### src/dq_pkg.sv
// ----------------------------------------------------------------------------
// dq_pkg
// Types and constants shared by the double-ended queue modules.
// ----------------------------------------------------------------------------
package dq_pkg;

	localparam int CAPACITY  = 1024;
	localparam int WORD_BITS = 32;
	localparam int IDX_BITS  = $clog2(CAPACITY);
	localparam int CNT_BITS  = $clog2(CAPACITY + 1);

	// fixed field widths
	localparam int KIND_BITS   = 3;
	localparam int STATUS_BITS = 2;
	localparam int COUNT_BITS  = 11;

	// command kinds; unlisted codes act as query only
	localparam logic [KIND_BITS-1:0] KIND_PUSH_FRONT = 3'd0;
	localparam logic [KIND_BITS-1:0] KIND_PUSH_BACK  = 3'd1;
	localparam logic [KIND_BITS-1:0] KIND_POP_FRONT  = 3'd2;
	localparam logic [KIND_BITS-1:0] KIND_POP_BACK   = 3'd3;
	localparam logic [KIND_BITS-1:0] KIND_QUERY      = 3'd4;

	// result status codes
	localparam logic [STATUS_BITS-1:0] STATUS_OK        = 2'd0;
	localparam logic [STATUS_BITS-1:0] STATUS_POP_EMPTY = 2'd1;
	localparam logic [STATUS_BITS-1:0] STATUS_PUSH_FULL = 2'd2;
	localparam logic [STATUS_BITS-1:0] STATUS_RSVD      = 2'd3;

	typedef struct packed {
		logic [KIND_BITS-1:0]        kind;
		logic signed [WORD_BITS-1:0] value;
	} dq_cmd_t;

	typedef struct packed {
		logic signed [WORD_BITS-1:0] popped_word;
		logic [STATUS_BITS-1:0]      status;
		logic [COUNT_BITS-1:0]       entry_count;
		logic                        is_empty;
		logic signed [WORD_BITS-1:0] front_word;
		logic signed [WORD_BITS-1:0] back_word;
	} dq_rsp_t;

	// controller -> datapath
	typedef struct packed {
		logic load;   // capture accepted command
		logic exec;   // update pointers, store, end caches
		logic fill;   // load end cache from store read data
		logic emit;   // load result register
	} dq_ctrl_t;

	// datapath -> controller
	typedef struct packed {
		logic need_read;  // pop leaves words: new end must be read
	} dq_stat_t;

endpackage

### src/dq_ctrl.sv
// ----------------------------------------------------------------------------
// dq_ctrl
// Command sequencer and result-valid register of the double-ended queue.
// ----------------------------------------------------------------------------
module dq_ctrl (
	input  logic            clk,
	input  logic            arst_n,
	input  logic            cmd_valid,
	output logic            cmd_ready,
	output logic            rsp_valid,
	input  logic            rsp_ready,
	output dq_pkg::dq_ctrl_t ctrl,
	input  dq_pkg::dq_stat_t stat
);
	import dq_pkg::*;

	typedef enum logic [3:0] {
		ST_IDLE = 4'b0001,
		ST_EXEC = 4'b0010,
		ST_FILL = 4'b0100,
		ST_DONE = 4'b1000
	} dq_state_t;

	dq_state_t state_q, state_d;
	logic      rsp_valid_q;

	assign cmd_ready = (state_q == ST_IDLE);
	assign rsp_valid = rsp_valid_q;

	always_comb begin
		ctrl    = '0;
		state_d = state_q;
		unique case (state_q)
			ST_IDLE: begin
				if (cmd_valid) begin
					ctrl.load = 1'b1;
					state_d   = ST_EXEC;
				end
			end
			ST_EXEC: begin
				ctrl.exec = 1'b1;
				state_d   = stat.need_read ? ST_FILL : ST_DONE;
			end
			ST_FILL: begin
				ctrl.fill = 1'b1;
				state_d   = ST_DONE;
			end
			ST_DONE: begin
				// wait for the result register to free up
				if (!rsp_valid_q || rsp_ready) begin
					ctrl.emit = 1'b1;
					state_d   = ST_IDLE;
				end
			end
			default: begin
				state_d = ST_IDLE;
			end
		endcase
	end

	always_ff @(posedge clk or negedge arst_n) begin
		if (!arst_n) begin
			state_q     <= ST_IDLE;
			rsp_valid_q <= 1'b0;
		end else begin
			state_q <= state_d;
			if (ctrl.emit) begin
				rsp_valid_q <= 1'b1;
			end else if (rsp_ready) begin
				rsp_valid_q <= 1'b0;
			end
		end
	end

endmodule

### config.mk
export PLATFORM = sky130hd
export DESIGN_NAME = dq_ctrl
export DESIGN_NICKNAME = d
export VERILOG_FILES = /design/src/dq_pkg.sv /design/src/dq_ctrl.sv
export SDC_FILE = /design/constraint.sdc
export NUM_CORES = 1
export LEC_CHECK = 0
export BUFFER_PORTS_ARGS = -buffer_cell sky130_fd_sc_hd__buf_4
export CORE_AREA = 5 5 42 44
export CTS_CLUSTER_DIAMETER = 30
export CTS_CLUSTER_SIZE = 14
export DETAILED_ROUTE_END_ITERATION = 6
export DIE_AREA = 0 0 47 49
export GPL_TIMING_DRIVEN = 0
export MAX_ROUTING_LAYER = met4
export PLACE_DENSITY = 0.52
export SLEW_MARGIN = 10
export SYNTH_ARGS = -nofsm -noshare
export SYNTH_HDL_FRONTEND = slang
export SYNTH_SLANG_ARGS = --single-unit
### constraint.sdc
create_clock -name clk -period 1.55 [get_ports clk]
set_input_delay 0.0775 -clock clk [delete_from_list [all_inputs] [get_ports clk]]
set_output_delay 0.0775 -clock clk [all_outputs]
set_load 0.005 [all_outputs]
==> impl_metrics.ini <==
[critical_path]
required_ps = 1470
cp_cell_sequence = or4b_4 -> a21oi_2 -> buf_4
slowest_stage = or4b_4
cp-startpoint = state_q[1]$_DFFE_PN0P_
cp-start-kind = flop
cp.arrival_ps = 1430
crit_type = reg2out
worstSetupEndpointType = output port
path_max_fanout = 2
slowest_delay_ps = 550
timing.rr.start = state_q[1]$_DFFE_PN0P_

[sta]
finalSetupViolCount = 0
fin_crit_ps = 1507
finalSetupTns_ps = 0
hold_viol = 0
fin_skew_ps = 3.786
slew_viol_final = 0
fin_crit_sh = 0.9724
maxClockFrequency_mhz = 663.5
rsz0062_at_grt = yes
slew_headroom = 0.7654
tightest_slew_ps = 347.0
holdWs_ps = 35.94

[place]
gp_congestion = 0.6782
postPlaceCellArea_um2 = 369.1
hpwl_um = 472.3
io_buffers = 10

[yosys]
ys_seq_elements = 5
synth_xor_area_frac = 0
yosys_warnings = 0
synth.mux.area_fraction = 0
synthArstFlopShare = 1.000
synth_compound_area_frac = 0.1598
netlist_instances = 25
synthSimpleGateAreaFrac = 0.3379
synth_top_area_cell = dfrtp_1
synth_area_per_cell_um2 = 10.96
synth.most_common_cell = dfrtp_1
ys_top_cells_by_area = dfrtp_1, dfstp_2, or4b_1
synth_top_cell_area_share = 0.3653
ys.flop_type = dfrtp_1
syn-num-nets = 30
synth_area_um2 = 274.0
synth_top_family_by_area = simple AND/OR/NAND/NOR gates
synth_edf_count = 0
synthAdderAreaFrac = 0
synth_cell_types = 17
synth_commonest_cells = dfrtp_1, and2_1, inv_1, or4b_1
ys_seq_area_frac = 0.4612

[clock_network]
clockRootBuffer = clkbuf_4
cts_buffers = 3
clk_latency_ps = 240
htreeDepth = 1
clock-sinks = 5
tritoncts = built
clockBufferDepth = 2
clkTransAtPathRegs_ps = 40

[global_route]
grt_pass1_wl_mm = 1.028
grt_max_degree = 9
antenna_found_initial = 0
grt_pass1_vias = 228
overflow = 0
gr-usage-all-layers = 0.06899

[detailed_routing]
drc = 0
drtPass1Iterations = 2
via_count = 264
routedWlPerCell_um = 10.93
ant_nets = 0
viasPerCell = 4.475
routed_wl_um = 645
drt_iter0_markers = 1

[floorplanning]
core_um2 = 1401
floorplan.rows = 14
die_area_um2 = 2303
start_util = 0.1955
dieHeight_um = 49
dieWidth_um = 47
io_pins = 11

[power]
pwr_density_cell_nw_per_um2 = 1453
worst_ir_drop_vdd_v = 0.0006803
leakage_nw = 0.2121
finalPower_uw = 667.3

[final_layout]
n_fill_cell = 153
antenna-diode-count = 0
layout-drive-gt1-share = 0.5814
nets = 49
syn_to_final_growth_pct = 67.58
final_core_util = 0.3277
final_cell_area_um2 = 459.2

[min_path]
hold_path_class = in2reg
min-delay-start = rsp_ready

[job]
drv_cap = 0

[run_status]
status = finished clean
## sequential cells by signal (all words and copies together) (netlist names)
| name | flops |
|---|---|
| rsp_valid | 1 |
| state_q | 4 |
## power by group
part / switching (mW) / total [mW] / leakage (nW) / internal (mW)
Sequential: 0.0484 / 0.223 / 0.0604 / 0.174
Combinational: 0.0941 / 0.295 / 0.137 / 0.201
Clock: 0.0524 / 0.150 / 0.0150 / 0.0973
## final timing paths
check	endpoint	slack, ps	cells past startpoint
max reg2reg	state_q[0]$_DFFE_PN1P_	250	4
min reg2reg	state_q[0]$_DFFE_PN1P_	530	2
min in group asynchronous	rsp_valid$_DFFE_PN0P_	170	2
min	rsp_valid$_DFFE_PN0P_	40	2
max in group asynchronous	state_q[0]$_DFFE_PN1P_	1180	2
max	ctrl[0]	40	3
## layout make-up
type	instances	area, µm²	share of cell area
clock buffers	4	26.28	0.05722
inverters	3	11.26	0.02452
multi-input cells	17	151.4	0.3297
flip-flops and latches	5	130.1	0.2834
well taps	16	20.02	0.04360
repair buffers	14	120.1	0.2616
## cells in the final DEF, fill, tap and decap left out
master | synthesis | layout
buf_4 | 0 | 12
inv_1 | 3 | 3
clkbuf_4 | 0 | 3
dfrtp_2 | 0 | 3
and2_1 | 3 | 2
nor4b_1 | 1 | 1
nor4b_4 | 0 | 1
nor2b_1 | 1 | 1
nor3b_1 | 1 | 1
or4b_4 | 0 | 1
a21oi_2 | 1 | 1
and2_4 | 0 | 1
o21ai_1 | 1 | 1
nor4bb_1 | 1 | 1
or3_1 | 1 | 1
o21ai_0 | 1 | 1
a31oi_2 | 1 | 1
or4b_1 | 2 | 1
o21bai_1 | 1 | 1
a21oi_1 | 1 | 1
clkbuf_1 | 0 | 1
dlygate4sd3_1 | 0 | 1
buf_12 | 0 | 1
dfrtp_1 | 4 | 1
dfstp_2 | 1 | 1
## repair_timing
action                                  in CTS  in global routing
setup buffers                                0                  3
hold buffers                                 1                  0
gates resized for setup                      2                  4
hold endpoints to repair                     5                  0
endpoints found under the setup margin       1                  2
pin swaps                                    0                  1
## routing by layer
layer / share of wire / vias to the layer above / global-route usage
met4: 0.0062 / 0 / 0.02765
met2: 0.40 / 14 / 0.06561
met3: 0.13 / 2 / 0.07011
li1: - / 128 / -
met1: 0.45 / 120 / 0.09172
met5: 0 / - / -
## metrics by stage
step	setup slack (ps)	cells
detailed placement	251.4	51
global placement	246.8	51
global route	-42.14	59
floorplan	399.2	25
finish	42.84	59
CTS	20.19	56
## logic make-up after synthesis
family / Yosys count
compound gates: 6
buf+inv: 3
flops: 5
simple gates: 11
## worst max-delay path: cells and delay by family (launching register included)
family / cells / cell delay, ps
AND/OR/NAND/NOR: 1 / 550
flip-flops: 1 / 420
AO/OA/AOI/OAI: 1 / 110
buffers and inverters: 1 / 110
Power figures use the tool's default switching activity.
